File: config.mk
export PLATFORM = sky130hd
export DESIGN_NAME = dfw_ram
export DESIGN_NICKNAME = d
export VERILOG_FILES = /design/src/rtl/dfw_ram.sv
export SDC_FILE = /design/constraint.sdc
export NUM_CORES = 1
export LEC_CHECK = 0
export BUFFER_PORTS_ARGS = -buffer_cell sky130_fd_sc_hd__buf_2
export CORE_MARGIN = 3
export CORE_UTILIZATION = 45
export CTS_BUF_LIST = sky130_fd_sc_hd__clkbuf_8 sky130_fd_sc_hd__clkbuf_16
export DETAILED_ROUTE_END_ITERATION = 7
export GPL_ROUTABILITY_DRIVEN = 1
export SLEW_MARGIN = 0
export SYNTH_ARGS = -nofsm -noshare
export SYNTH_HDL_FRONTEND = slang
export SYNTH_SLANG_ARGS = --single-unit
export TNS_END_PERCENT = 50
File: constraint.sdc
create_clock -name clk_i -period 2.4 [get_ports clk_i]
set_input_delay 0.36 -clock clk_i [delete_from_list [all_inputs] [get_ports clk_i]]
set_output_delay 0.36 -clock clk_i [all_outputs]
set_load 0.03 [all_outputs]
File: src/rtl/dfw_ram.sv
// Generic simple dual-port RAM: one write port, one read port, registered read.
// No dependencies.
module dfw_ram #(
  parameter  int unsigned WIDTH = 8,
  parameter  int unsigned DEPTH = 64,
  localparam int unsigned AW    = (DEPTH > 1) ? $clog2(DEPTH) : 1
) (
  input  logic                   clk_i,
  input  logic                   we_i,
  input  logic [AW-1:0]          waddr_i,
  input  logic [WIDTH-1:0]       wdata_i,
  input  logic                   re_i,
  input  logic [AW-1:0]          raddr_i,
  output logic [WIDTH-1:0]       rdata_o
);

  logic [WIDTH-1:0] mem_q [DEPTH];
  logic [WIDTH-1:0] rdata_q;

  always_ff @(posedge clk_i) begin
    if (we_i) begin
      mem_q[waddr_i] <= wdata_i;
    end
    if (re_i) begin
      rdata_q <= mem_q[raddr_i];
    end
  end

  assign rdata_o = rdata_q;

endmodule

==> summary.md <==
| Metric | Value |
|---|---|
| Critical path class | `register to register` |
| CTS Root Cell | `sky130_fd_sc_hd__clkbuf_16` |
| Global-route wire length before repair | `70.2 mm` |
| Clock-pin slew of the registers on the worst-case setup and hold paths | `0.07 ns` |
| Worst reg-to-reg path cell count | `5` |
| Count of endpoints failing setup in the final report | `0` |
| Total routing usage reported by global routing | `0.205` |
| Type of destination of the critical path | `register` |
| Number of synthesized flops with an enable pin | `520` |
| Shortest period the worst path allows | `2.34 ns` |
| Async S/R FF share, synth | `0` |
| Number of gates given a new drive strength after cts | `0` |
| Worst Path Arrival | `roughly 2.7 ns` |
| DR WL met3 | `3.42 mm` |
| Die Y | `218 um` |
| Clock tree from TritonCTS | `yes` |
| Share of Yosys cell area claimed by the top area cell type | `0.771` |
| Final hold vios | `0` |
| Number of antenna cells inserted | `0` |
| Kind of start point of the critical path | `register` |
| Wirelength, routed | `47.1 mm` |
| Total instance count after detailed placement | `1,657` |
| Synthesized area per cell | `roughly 22 um^2` |
| Number of nets with antenna violations after routing | `0` |
| FF+latch count, synth | `520` |
| Sequential area share after synthesis | `0.771` |
| Clock latency of the later-clocked register in the worst-skew pair | `0.60 ns` |
| Count of TritonRoute iterations in the first routing pass | `5` |
| Vias in the first global route | `10,442` |
| RSZ-0062 raised after global routing | `false` |
| # clock sinks | `520` |
| Number of max-slew violations in the final report | `0` |
| Static leakage power | `0.00779 uW` |
| Half-perimeter wire length after placement | `30.6 mm` |
| Number of buffers added on ports | `30` |
| Relative slew margins | `0.394` |
| P per Cell Area | `808 nW/um^2` |
| Number of DRC markers after the initial detailed-route iteration | `961` |
| Biggest area contributors in the synthesized netlist | `sky130_fd_sc_hd__edfxtp_1 (77%), sky130_fd_sc_hd__mux4_2 (14%), sky130_fd_sc_hd__nor2_1 (1.5%)` |
| Top-level port count | `31` |
| Post-synthesis instance total | `940` |
| GPL Wtd Cong | `0.821` |
| M1 wire length | `19.9 mm` |
| Peak supply drop | `between 0.0005 and 0.0006 V` |
| Cell count of the worst hold path | `1` |
| Relative area change from synthesis to final layout | `17.7%` |
| Top_reg_cell synth | `sky130_fd_sc_hd__edfxtp_1` |
| Max Root-Sink Buffers | `3` |
| Synthesis Warnings | `0` |
| Core Box Area | `44,300 um^2` |
| Number of nets in the synthesized netlist | `around 960` |
| Via density | `approximately 5.7` |
| Number of maximum-capacitance violations | `0` |
| Cell taking the most area after synthesis | `sky130_fd_sc_hd__edfxtp_1` |
| Data required time at the worst endpoint | `2.72 ns` |
| Met2 wirelength from detailed routing | `around 22 mm` |
| Top metal layer carrying routed signals | `met5` |
| Number of H-tree levels | `2` |
| Global route total overflow | `0` |
| Vias | `10,083` |
| Number of antenna violations at the first check in global routing | `6` |
| Wirelength per Cell | `26.8 um` |
| Yosys cell types | `39` |
| Count of buffers added by post-CTS timing repair for setup | `0` |
| Class of the tightest hold or removal check | `primary input to register` |
| CTS Buf Count | `52` |
| DRC violation count after routing | `0` |
| Post-Route Skew | `0.0202 ns` |
| Largest net degree at the start of global routing | `between 60 and 70` |
| Effective utilization at floorplan | `0.457` |
| Worst Max-Slew Pin Slew | `just under 0.9 ns` |
| Register-to-Register Setup Slack | `0.06 ns` |
| Post-synthesis cell area | `20,200 um^2` |
| Result of the run | `complete, no violations` |
| Num rows | `77` |
| Final TNS setup | `0 ns` |
| CP max FO | `1` |
| Slack of the critical path | `approximately 0.064 ns` |
| Hold buffer count at cts | `0` |
| Setup WS pre-CTS | `-0.424 ns` |
| Maximum operating frequency | `roughly 430 MHz` |
| Period Utilization, post-route | `0.973` |
| Die area | `47,600 um^2` |
| Ratio of cells with drive above 1 in the final layout | `0.335` |
| Net count, final | `1,142` |
| Die Width | `218 um` |
| Number of standard cells in the final layout excluding fillers | `1,755` |
-- placed cells by master, fill, tap and decap left out, types with 6 or more instances in the layout --
| cell type | instances |
|---|---|
| sky130_fd_sc_hd__buf_4 | 132 |
| sky130_fd_sc_hd__mux2_2 | 13 |
| sky130_fd_sc_hd__nor2b_1 | 14 |
| sky130_fd_sc_hd__clkbuf_16 | 53 |
| sky130_fd_sc_hd__nand2_1 | 19 |
| sky130_fd_sc_hd__clkinv_1 | 13 |
| sky130_fd_sc_hd__mux2i_1 | 23 |
| sky130_fd_sc_hd__nand3_1 | 13 |
| sky130_fd_sc_hd__o221ai_1 | 8 |
| sky130_fd_sc_hd__buf_12 | 16 |
| sky130_fd_sc_hd__edfxtp_1 | 520 |
| sky130_fd_sc_hd__nor2_1 | 83 |
| sky130_fd_sc_hd__a221oi_1 | 6 |
| sky130_fd_sc_hd__mux4_2 | 126 |
| sky130_fd_sc_hd__inv_1 | 12 |
| sky130_fd_sc_hd__nor3_1 | 7 |
| sky130_fd_sc_hd__bufinv_16 | 7 |
| sky130_fd_sc_hd__o22ai_1 | 8 |
| sky130_fd_sc_hd__nand2b_1 | 7 |
| sky130_fd_sc_hd__clkinv_2 | 9 |
| sky130_fd_sc_hd__buf_2 | 27 |
-- worst max-delay path, cell delays in order, from the launching register on --
cell and delay [ns]:
sky130_fd_sc_hd__edfxtp_1 0.37, sky130_fd_sc_hd__mux4_2 0.48, sky130_fd_sc_hd__nor2b_1 0.14, sky130_fd_sc_hd__a2111oi_0 0.79
sky130_fd_sc_hd__buf_4 0.23, sky130_fd_sc_hd__o41ai_1 0.07
-- synth_stat cells, types with 2 or more instances --
cell                          n
sky130_fd_sc_hd__a2111oi_0    2
sky130_fd_sc_hd__a211oi_1     4
sky130_fd_sc_hd__a21oi_1      3
sky130_fd_sc_hd__a221oi_1     6
sky130_fd_sc_hd__a22oi_1      3
sky130_fd_sc_hd__buf_1        4
sky130_fd_sc_hd__buf_12       2
sky130_fd_sc_hd__buf_2       11
sky130_fd_sc_hd__buf_4       13
sky130_fd_sc_hd__buf_6        4
sky130_fd_sc_hd__clkbuf_1    17
sky130_fd_sc_hd__edfxtp_1   520
sky130_fd_sc_hd__mux2_2      13
sky130_fd_sc_hd__mux2i_1     23
sky130_fd_sc_hd__mux4_2     126
sky130_fd_sc_hd__nand2_1     19
sky130_fd_sc_hd__nand2b_1     7
sky130_fd_sc_hd__nand3_1     13
sky130_fd_sc_hd__nand3b_1     3
sky130_fd_sc_hd__nand4_1      2
sky130_fd_sc_hd__nor2_1      83
sky130_fd_sc_hd__nor2b_1     14
sky130_fd_sc_hd__nor3_1       7
sky130_fd_sc_hd__nor4_1       2
sky130_fd_sc_hd__o2111ai_1    3
sky130_fd_sc_hd__o21a_1       2
sky130_fd_sc_hd__o21ai_0      2
sky130_fd_sc_hd__o21ai_1      2
sky130_fd_sc_hd__o221a_2      2
sky130_fd_sc_hd__o221ai_1     8
sky130_fd_sc_hd__o22ai_1      8
sky130_fd_sc_hd__o2bb2ai_1    3
sky130_fd_sc_hd__o32ai_1      2
sky130_fd_sc_hd__o41ai_1      2
-- layer usage --
layer | track usage | up-vias
li1 | - | 4307
met1 | 0.289 | 5306
met2 | 0.317 | 363
met3 | 0.0523 | 97
met4 | 0.0626 | 10
met5 | 0 | -
-- cell families after synthesis --
| logic type | count (synthesis) | share of synthesized area |
|---|---|---|
| compound gates | 54 | 0.0206 |
| mux | 162 | 0.159 |
| simple gates | 153 | 0.0337 |
| flops | 520 | 0.771 |
| buf+inv | 51 | 0.0156 |
-- path summary, 6_finish.rpt --
path,start,endpoint
setup / recovery,mem_q[3][3],rdata_o[3]
hold / removal,re_i,rdata_o[5]
setup reg to reg,mem_q[3][3],rdata_o[3]
hold reg to reg,mem_q[31][4],rdata_o[4]
-- through the flow --
| stage | power, uW | area, um^2 | utilization | hold WS [ns] |
|---|---|---|---|---|
| 2_1_floorplan | 10800 | 20200 | - | 0.459 |
| 3_3_place_gp | 11300 | 22100 | 0.499 | 0.787 |
| 3_5_place_dp | 11400 | 22100 | 0.499 | 0.781 |
| 4_1_cts | 19500 | 23800 | 0.538 | 0.146 |
| 5_1_grt | 19900 | 23800 | 0.538 | 0.150 |
| 6_report | 19300 | 23800 | 0.538 | 0.184 |
-- power by group --
| part | switching, uW | internal, uW | total [uW] |
|---|---|---|---|
| Sequential | 34.5 | 10100 | 10100 |
| Clock | 3350 | 4750 | 8100 |
| Combinational | 615 | 438 | 1050 |
-- cell type report --
cell class | instances | area (um^2)
tap | 592 | 741
clock inverter | 45 | 383
fill | 3450 | 20500
timing repair buffer | 176 | 1460
multi-input combinational | 369 | 4320
clock buffer | 53 | 1330
sequential | 520 | 15600
-- sequential cells by signal (all words and copies together) (netlist names) --
signal	cells
mem_q	512
rdata_o	8
Power figures use the tool's default switching activity.
