[config.mk]
export PLATFORM = sky130hd
export DESIGN_NAME = dfw_seq
export DESIGN_NICKNAME = d
export VERILOG_FILES = /design/src/rtl/dfw_pkg.sv /design/src/rtl/dfw_seq.sv
export SDC_FILE = /design/constraint.sdc
export NUM_CORES = 1
export LEC_CHECK = 0
export BUFFER_PORTS_ARGS = -buffer_cell sky130_fd_sc_hd__buf_4
export CAP_MARGIN = 0
export CORE_UTILIZATION = 45
export DETAILED_ROUTE_END_ITERATION = 8
export HOLD_SLACK_MARGIN = 0.15
export PLACE_DENSITY = 0.73
export SLEW_MARGIN = 20
export SYNTH_ARGS = -nofsm -noshare
export SYNTH_HDL_FRONTEND = slang
export SYNTH_SLANG_ARGS = --single-unit
[constraint.sdc]
create_clock -name clk_i -period 4.1 [get_ports clk_i]
set_clock_uncertainty 0.05 [all_clocks]
set_input_delay 0.205 -clock clk_i [delete_from_list [all_inputs] [get_ports clk_i]]
set_output_delay 0.205 -clock clk_i [all_outputs]
set_load 0.01 [all_outputs]
[src/rtl/dfw_pkg.sv]
// Shared types and constants for the dedup FIFO waitlist.
// Used by dfw_seq and the top level dedup_fifo_waitlist; no dependencies.
package dfw_pkg;

  localparam int unsigned DefaultDepth = 64;
  localparam int unsigned ReqW         = 32;
  localparam int unsigned ItemW        = 44;
  localparam int unsigned EntW         = ReqW + ItemW;

  typedef enum logic [1:0] {
    CmdEnq   = 2'd0,
    CmdDeq   = 2'd1,
    CmdPeek  = 2'd2,
    CmdCount = 2'd3
  } cmd_e;

  typedef enum logic [1:0] {
    StatOk    = 2'd0,
    StatEmpty = 2'd1,
    StatDup   = 2'd2,
    StatFull  = 2'd3
  } status_e;

  // Fixed-width part of one result word; counts travel beside it.
  typedef struct packed {
    status_e           status;
    logic [ReqW-1:0]   front_requester;
    logic [ItemW-1:0]  front_item;
    logic              is_empty;
  } res_t;

endpackage

[src/rtl/dfw_seq.sv]
// Command sequencer: ring pointers, front read, scan of the line through the
// entry RAM, and the append write. Depends on dfw_pkg.
module dfw_seq #(
  parameter  int unsigned DEPTH = dfw_pkg::DefaultDepth,
  localparam int unsigned AW    = (DEPTH > 1) ? $clog2(DEPTH) : 1,
  localparam int unsigned CW    = $clog2(DEPTH + 1)
) (
  input  logic                        clk_i,
  input  logic                        rst_ni,
  input  logic                        in_valid_i,
  output logic                        in_ready_o,
  input  dfw_pkg::cmd_e               in_cmd_i,
  input  logic [dfw_pkg::ReqW-1:0]    in_req_i,
  input  logic [dfw_pkg::ItemW-1:0]   in_item_i,
  output logic                        res_valid_o,
  input  logic                        res_ready_i,
  output dfw_pkg::res_t               res_o,
  output logic [CW-1:0]               res_match_o,
  output logic [CW-1:0]               res_occ_o,
  output logic                        mem_we_o,
  output logic [AW-1:0]               mem_waddr_o,
  output logic [dfw_pkg::EntW-1:0]    mem_wdata_o,
  output logic                        mem_re_o,
  output logic [AW-1:0]               mem_raddr_o,
  input  logic [dfw_pkg::EntW-1:0]    mem_rdata_i
);

  localparam int unsigned ReqW = dfw_pkg::ReqW;
  localparam int unsigned EntW = dfw_pkg::EntW;

  typedef enum logic [1:0] {
    StIdle,
    StFront,
    StScan,
    StDone
  } state_e;

  state_e                    state_q;
  logic [AW-1:0]             head_q, tail_q, scan_ptr_q;
  logic [CW-1:0]             cnt_q, rem_q, match_q, occ_q;
  logic                      pend_q, dup_q;
  dfw_pkg::cmd_e             cmd_q;
  logic [ReqW-1:0]           req_q, front_req_q;
  logic [dfw_pkg::ItemW-1:0] item_q, front_item_q;
  dfw_pkg::status_e          status_q;

  logic accept;
  logic scan_end;
  logic line_full;
  logic item_hit, pair_hit;

  function automatic logic [AW-1:0] next_ptr(input logic [AW-1:0] p);
    return (p == AW'(DEPTH - 1)) ? '0 : p + 1'b1;
  endfunction

  assign in_ready_o = (state_q == StIdle);
  assign accept     = in_valid_i && in_ready_o;
  assign scan_end   = (state_q == StScan) && (rem_q == '0) && !pend_q;
  assign line_full  = (cnt_q == CW'(DEPTH));
  assign item_hit   = (mem_rdata_i[EntW-1:ReqW] == item_q);
  assign pair_hit   = item_hit && (mem_rdata_i[ReqW-1:0] == req_q);

  // Head read on accept of a dequeue or peek on a non-empty line, else one scan read a cycle.
  assign mem_re_o = ((state_q == StScan) && (rem_q != '0)) ||
                    (accept && ((in_cmd_i == dfw_pkg::CmdDeq) ||
                                (in_cmd_i == dfw_pkg::CmdPeek)) && (cnt_q != '0));
  assign mem_raddr_o = (state_q == StIdle) ? head_q : scan_ptr_q;

  assign mem_we_o    = scan_end && (cmd_q == dfw_pkg::CmdEnq) && !dup_q && !line_full;
  assign mem_waddr_o = tail_q;
  assign mem_wdata_o = {item_q, req_q};

  always_ff @(posedge clk_i or negedge rst_ni) begin
    if (!rst_ni) begin
      state_q    <= StIdle;
      head_q     <= '0;
      tail_q     <= '0;
      cnt_q      <= '0;
      rem_q      <= '0;
      pend_q     <= 1'b0;
      scan_ptr_q <= '0;
    end else begin
      case (state_q)
        StIdle: begin
          if (accept) begin
            cmd_q        <= in_cmd_i;
            req_q        <= in_req_i;
            item_q       <= in_item_i;
            match_q      <= '0;
            dup_q        <= 1'b0;
            pend_q       <= 1'b0;
            front_req_q  <= '0;
            front_item_q <= '0;
            occ_q        <= cnt_q;
            case (in_cmd_i)
              dfw_pkg::CmdDeq, dfw_pkg::CmdPeek: begin
                if (cnt_q == '0) begin
                  status_q <= dfw_pkg::StatEmpty;
                  state_q  <= StDone;
                end else begin
                  status_q <= dfw_pkg::StatOk;
                  state_q  <= StFront;
                end
              end
              default: begin
                status_q   <= dfw_pkg::StatOk;
                scan_ptr_q <= head_q;
                rem_q      <= cnt_q;
                state_q    <= StScan;
              end
            endcase
          end
        end
        StFront: begin
          front_req_q  <= mem_rdata_i[ReqW-1:0];
          front_item_q <= mem_rdata_i[EntW-1:ReqW];
          // Dequeue counts over the line without its old head.
          if (cmd_q == dfw_pkg::CmdDeq) begin
            head_q     <= next_ptr(head_q);
            cnt_q      <= cnt_q - 1'b1;
            scan_ptr_q <= next_ptr(head_q);
            rem_q      <= cnt_q - 1'b1;
          end else begin
            scan_ptr_q <= head_q;
            rem_q      <= cnt_q;
          end
          state_q <= StScan;
        end
        StScan: begin
          if (rem_q != '0) begin
            scan_ptr_q <= next_ptr(scan_ptr_q);
            rem_q      <= rem_q - 1'b1;
          end
          pend_q <= (rem_q != '0);
          if (pend_q) begin
            if (item_hit) begin
              match_q <= match_q + 1'b1;
            end
            if (pair_hit) begin
              dup_q <= 1'b1;
            end
          end
          if (scan_end) begin
            state_q <= StDone;
            if ((cmd_q == dfw_pkg::CmdEnq) && !dup_q && !line_full) begin
              // The appended pair matches its own item.
              tail_q  <= next_ptr(tail_q);
              cnt_q   <= cnt_q + 1'b1;
              occ_q   <= cnt_q + 1'b1;
              match_q <= match_q + 1'b1;
            end else begin
              occ_q <= cnt_q;
              if (cmd_q == dfw_pkg::CmdEnq) begin
                status_q <= dup_q ? dfw_pkg::StatDup : dfw_pkg::StatFull;
              end
            end
          end
        end
        StDone: begin
          if (res_ready_i) begin
            state_q <= StIdle;
          end
        end
        default: state_q <= StIdle;
      endcase
    end
  end

  assign res_valid_o            = (state_q == StDone);
  assign res_o.status           = status_q;
  assign res_o.front_requester  = front_req_q;
  assign res_o.front_item       = front_item_q;
  assign res_o.is_empty         = (occ_q == '0);
  assign res_match_o            = match_q;
  assign res_occ_o              = occ_q;

endmodule
==> results.md, run 1 <==
* Outcome: complete, no violations
* Vias per inst at 5.21
* Initial antenna violation count at 2
* Slew HR at 44.6%
* Cell mode on critical path: inv_1
* Max-cap violations at 0
* Detail Placement HPWL at 20,100 um
* Worst VDD drop at 0.000385 V
* CP required at 3.85 ns
* Fin. Hold Viols at 0
* Buf/Inv on CP at 3
* Seq/Total Area, Yosys at 63.8%
* CP Class: register to primary output
* Fraction of registers with async set/reset at 17.0%
* Crit start category: register
* I/O Buffers at 342
* Yosys reg bits at 206
* RSZ-0062 raised after global routing: false
* Commonest cells post-synth: edfxtp_1 (171), xnor2_1 (98), and2_1 (77), nand2_1 (50), nor2_1 (37)
* Number of flops mapped to enable cells by yosys at 171
* Reg clk slew, reported paths at 0.06 ns
* Synth Cell Area at 0.00943 mm^2
* H-tree level count at 1
* Setup Fix Bufs, Post-CTS at 0
* Worst path arrival time at 2.92 ns
* Tmin final at 3.17 ns
* Pwr per Cell Area at 564 mW/mm^2
* Drc violations at 0
* Num CTS Buffers at 23
* ANT nets after route at 0
* # rows at 52
* Synthesized area per cell at 12.8 um^2
* CP endpoint kind: primary output
* Setup Viol. Count Final at 0
* Total track usage at 28.6%
* Layout cells sized above 1 at 32.5%
* Primary FF master, synth: edfxtp_1
* Min-delay worst type: primary input to async pin
* Post-DP Area at 0.0123 mm^2
* TritonCTS clock tree: yes
* GR Overflow Total at 0
* Slowest CP cell: or4b_4
* Reg2Reg Setup Slack at 1.27 ns
* First-pass GRT wire length at 46,800 um
* Number of global-route vias before repair at 8,217
* # fillers at 1,321
* TritonRoute pass-1 iters at 6
* Total power draw at 8.25 mW
* Core footprint at 0.0204 mm^2
* Bufs on Longest Clock Path at 3
* Ordered cell list for the critical path: inv_1 > ha_1 > or4b_4 > a31oi_4 > nand2_1 > inv_1 > buf_4
* Period utilization at 77.3%
* Final WL at 31,200 um
* Leak pwr at 5.89 nW
* Starting density of the core at 46.3%
* Synth top area share at 54.5%
* Ports at 343
* Vias after detailed routing at 7,929
* Synth Net Count at 905
* Die footprint at 0.0215 mm^2
* Syn Inst Count at 734
* Largest area contributor in the netlist: edfxtp_1
* CP max stage delay at 0.47 ns
* Most frequent cell after synthesis: edfxtp_1
* Slew Limit Fails at 0
* Clk Latency, worst-skew pair at 0.51 ns
* Register area at 0.00601 mm^2
* Die H at 147 um
* Final hold slack at 0.179 ns
* Die Span X at 147 um
* Synth cell types at 54
* Post-route cell area at 0.0146 mm^2
* Worst slew pin tran at 0.831 ns
* Area delta synth->final at 55.1%
* Multi-input logic area at 0.00322 mm^2
* YS warnings at 0
* Final GP Congestion at 0.934
* Fmax at 0.315 GHz
* Critical path peak fanout at 12
* 1st-iter DRT viols at 478
* CP top delay family: simple AND/OR/NAND/NOR gates
* Worst slack at placement at 1.31 ns
* # nets final at 1,404
* CTS Sinks at 206
* Average wire per cell in the routed design at 20.5 um
* CTS root buffer: clkbuf_16
* Ranking of synthesized cells by area: edfxtp_1 (54%), dfrtp_1 (9.3%), xnor2_1 (9.1%), and2_1 (5.1%), nand2_1 (2.0%)
* Largest net degree at the start of global routing at 90
* PnR worst setup slack at 0.929 ns
* Final TNS setup at 0 ns
==> state kept, by name, indices dropped and copies added (netlist names), 2 cells and up <==
signal,cells
cmd_q,2
cnt_q,7
front_item_q,44
front_req_q,32
head_q,6
item_q,44
mem_waddr_o,6
rem_q,7
req_q,32
res_match_o,7
res_occ_o,7
scan_ptr_q,6
state_q,2
status_q,2
==> where the power goes <==
part           switching (mW)  internal (mW)  total (mW)
sequential              0.418           2.88        3.30
combinational            1.57           1.30        2.87
clock                   0.845           1.23        2.08
total                    2.83           5.41        8.25
==> placed cells by master, fill, tap and decap left out, drive strengths merged, types with 3 or more instances in the layout <==
cell type    instances
a311oi               6
mux2                 9
xnor2               98
nand2b               6
and3                 8
dlygate4sd3        157
clkbuf              30
a21o                 3
nand2               50
nor2                37
o221ai               5
o22ai                5
and2                77
a31oi                7
a21oi               23
nand3               13
nor3                 7
edfxtp             171
xor2                 6
o211ai               4
o21ai               35
a221oi               4
ha                  13
nand4               24
inv                 22
clkinv               9
or4                  4
buf                348
dfrtp               35
nor4                 8
or3                  5
==> layer usage <==
layer	vias to the layer above	part of all wire (%)	track usage (%)	wire length, um
li1	3649	-	-	-
met1	3768	37	33.5	11500
met2	429	51	50.3	16000
met3	83	6.9	5.28	2140
met4	0	5.1	14.0	1600
met5	-	0	0	0
==> what timing repair did <==
| item | in CTS | in global routing |
|---|---|---|
| hold buffers | 157 | 0 |
| gates resized for setup | 0 | 0 |
| endpoints found under the hold margin | 192 | 0 |
==> final timing paths <==
kind / startpoint / to / cells past startpoint
worst max register to register: state_q[0] / res_match_o[0] / 8
worst max-delay path: state_q[0] / mem_we_o / 7
min in group clk_i: in_req_i[24] / req_q[24] / 2
max in group asynchronous: rst_ni / rem_q[3] / 2
worst min-delay path: rst_ni / head_q[1] / 2
worst min register to register: mem_waddr_o[4] / mem_waddr_o[4] / 1
==> final cells by class <==
cell class                      count  share of cell area [%]
Clock inverter                     12                   0.762
Inverter                           21                   0.539
Tap cell                          270                    2.31
Clock buffer                       30                    4.40
Sequential cell                   206                    41.1
Timing Repair Buffer              505                    28.8
Antenna cell                        2                  0.0342
Multi-Input combinational cell    476                    22.0
==> metrics by stage <==
| stage | util (%) | instances |
|---|---|---|
| after detailed placement | 60.2 | 1320 |
| after global routing | 71.8 | 1522 |
| final | 71.8 | 1522 |
| after floorplan | - | 734 |
| after global placement | 60.2 | 1320 |
| after CTS | 71.6 | 1519 |
==> logic make-up (layout without fill, tap and decap cells) <==
kind of cell | count (synthesis) | count (layout) | share of synthesized area (%)
AO/OA/AOI/OAI | 100 | 100 | 6.76
XOR/XNOR | 104 | 104 | 9.66
adder cells (fa/ha/maj) | 13 | 13 | 1.73
buffers and inverters | 52 | 568 | 2.19
flip-flops | 206 | 206 | 63.8
multiplexers | 11 | 11 | 1.29
other | 0 | 2 | 0
AND/OR/NAND/NOR | 248 | 248 | 14.6
(Power assumes the default switching activity.)
==> run 2: changes to the inputs <==
- clock period: 4.1 -> 3.1 ns (I/O delays scaled with it)
==> results.md, run 2 (same netlist as run 1, synthesis figures left out) <==
* Outcome: complete, no violations (unchanged)
* GR Layer Usage met3 at 5.96% (was 5.28%)
* Average wire per cell in the routed design at 20.0 um (was 20.5 um)
* Critical path peak fanout at 12 (unchanged)
* Total power draw at 10.9 mW (was 8.25 mW)
* Max-cap violations at 0 (unchanged)
* Final GP Congestion at 0.889 (was 0.934)
* Vias per inst at 5.20 (was 5.21)
* Met1 usage at 34.0% (was 33.5%)
* Reg clk slew, reported paths at 0.06 ns (about the same)
* Met2 usage at 49.6% (was 50.3%)
* N_diodes at 0 (was 2)
* Most common cell after layout, fill and taps aside: buf_4 (unchanged)
* First-pass GRT wire length at 46,900 um (was 46,800 um)
* CP Class: register to primary output (unchanged)
* Tmin final at 2.85 ns
* Drc violations at 0 (unchanged)
* CTS Sinks at 206 (unchanged)
* Final WL at 30,700 um (was 31,200 um)
* Total track usage at 28.6% (about the same)
* Bufs on Longest Clock Path at 3 (unchanged)
* Largest regs: front_item_q: 44 flops, item_q: 44 flops (unchanged)
* Reg-to-reg endpoint: res_match_o[0] (unchanged)
* Worst R2R Start: state_q[0] (unchanged)
* # fillers at 1,326 (was 1,321)
* Min-delay worst type: primary input to async pin (unchanged)
* Cts repair resizes at 0 (unchanged)
* Worst reg2reg path depth at 8 (unchanged)
* 1st-iter DRT viols at 432 (was 478)
* Die footprint at 0.0215 mm^2 (unchanged)
* Detail Placement HPWL at 20,800 um (was 20,100 um)
* ANT nets after route at 0 (unchanged)
* Initial antenna violation count at 0 (was 2)
* Worst slew pin tran at 0.823 ns (was 0.831 ns)
* Fmax at 0.351 GHz
* # nets final at 1,417 (was 1,404)
* I/O Buffers at 342 (unchanged)
* Die H at 147 um (unchanged)
* Slew Limit Fails at 0 (unchanged)
* Area delta synth->final at 55.9% (was 55.1%)
* Worst path arrival time at 2.64 ns (was 2.92 ns)
* Most frequent cells in the layout: buf_4 (357), edfxtp_1 (171), dlygate4sd3_1 (157) (was buf_4 (346), edfxtp_1 (171), dlygate4sd3_1 (157))
* Busiest grt layer: met2 (unchanged)
* Leak pwr at 5.92 nW (was 5.89 nW)
* Worst VDD drop at 0.000433 V (was 0.000385 V)
* CP endpoint kind: primary output (unchanged)
* Ports at 343 (unchanged)
* Vias after detailed routing at 7,973 (was 7,929)
* H-tree level count at 1 (unchanged)
* Clk Latency, worst-skew pair at 0.51 ns (about the same)
* Die Span X at 147 um (unchanged)
* Number of global-route vias before repair at 8,230 (was 8,217)
* Final hold slack at 0.157 ns (was 0.179 ns)
* Final TNS setup at 0 ns (unchanged)
* Pwr per Cell Area at 741 mW/mm^2 (was 564 mW/mm^2)
* Largest net degree at the start of global routing at 90 (unchanged)
* Fin. Hold Viols at 0 (unchanged)
* Layout cells sized above 1 at 32.9% (was 32.5%)
* Starting density of the core at 46.3% (unchanged)
* CTS root buffer: clkbuf_16 (unchanged)
* Period utilization at 91.8%
* RSZ-0062 raised after global routing: false (unchanged)
* Core footprint at 0.0204 mm^2 (unchanged)
* Crit start category: register (unchanged)
* # rows at 52 (unchanged)
* CP required at 2.89 ns (was 3.85 ns)
* TritonRoute pass-1 iters at 5 (was 6)
* Setup Viol. Count Final at 0 (unchanged)
* Reg2Reg Setup Slack at 0.56 ns (was 1.27 ns)
* TritonCTS clock tree: yes (unchanged)
* GR Overflow Total at 0 (unchanged)
* Slew HR at 45.2% (was 44.6%)
* Num CTS Buffers at 23 (unchanged)
==> run 2: worst max-delay path by stage <==
| stage | from | to | slack, ns | cells past startpoint |
|---|---|---|---|---|
| after global routing | state_q[0] | mem_we_o | 0.07 | 7 |
| final | state_q[0] | mem_we_o | 0.25 | 7 |
| after global placement | state_q[0] | res_match_o[0] | 0.67 | 8 |
| after floorplan | state_q[0] | cmd_q[0] | 0.47 | 4 |
| after CTS | state_q[0] | mem_we_o | 0.24 | 7 |
| after detailed placement | item_q[25] | res_match_o[2] | 0.57 | 6 |
==> run 2: area by class of cell <==
class	count	area, um^2	share of cell area [%]
multi-input cells	476	3220	21.9
flip-flops and latches	206	6010	40.9
clock buffers	32	609	4.15
inverters	21	78.8	0.537
repair buffers	518	4330	29.5
clock inverters	10	104	0.707
well taps	270	338	2.30
==> run 2: routing by layer <==
metal | wire, um | share of wire (%)
met1 | 11300 | 37
met2 | 15600 | 51
met3 | 2260 | 7.4
met4 | 1550 | 5.0
met5 | 0 | 0
==> run 2: per-stage QoR <==
step                worst slack [ns]  utilization (%)  instances  cell area [um^2]
floorplan                      0.473                -        734              9430
global placement               0.670             60.8       1333             12400
detailed placement             0.571             60.8       1333             12400
CTS                            0.241             72.1       1533             14700
global route                  0.0699             72.1       1533             14700
finish                         0.253             72.1       1533             14700
==> run 2: critical path: stages, from the launching register on <==
cell	delay [ns]
dfrtp_1	0.42
inv_1	0.12
ha_1	0.17
or4b_4	0.47
a31oi_4	0.32
nand2_1	0.12
inv_1	0.32
buf_4	0.20
==> run 2: report_power, final <==
| group | internal (mW) | switching [mW] | total, mW |
|---|---|---|---|
| Clock | 1.54 | 1.09 | 2.63 |
| Combinational | 1.80 | 2.12 | 3.91 |
| Sequential | 3.81 | 0.535 | 4.34 |
==> run 2: repair_timing <==
| action | CTS | global route |
|---|---|---|
| hold endpoints to repair | 193 | 0 |
| hold buffers | 158 | 0 |
| setup buffers | 0 | 0 |
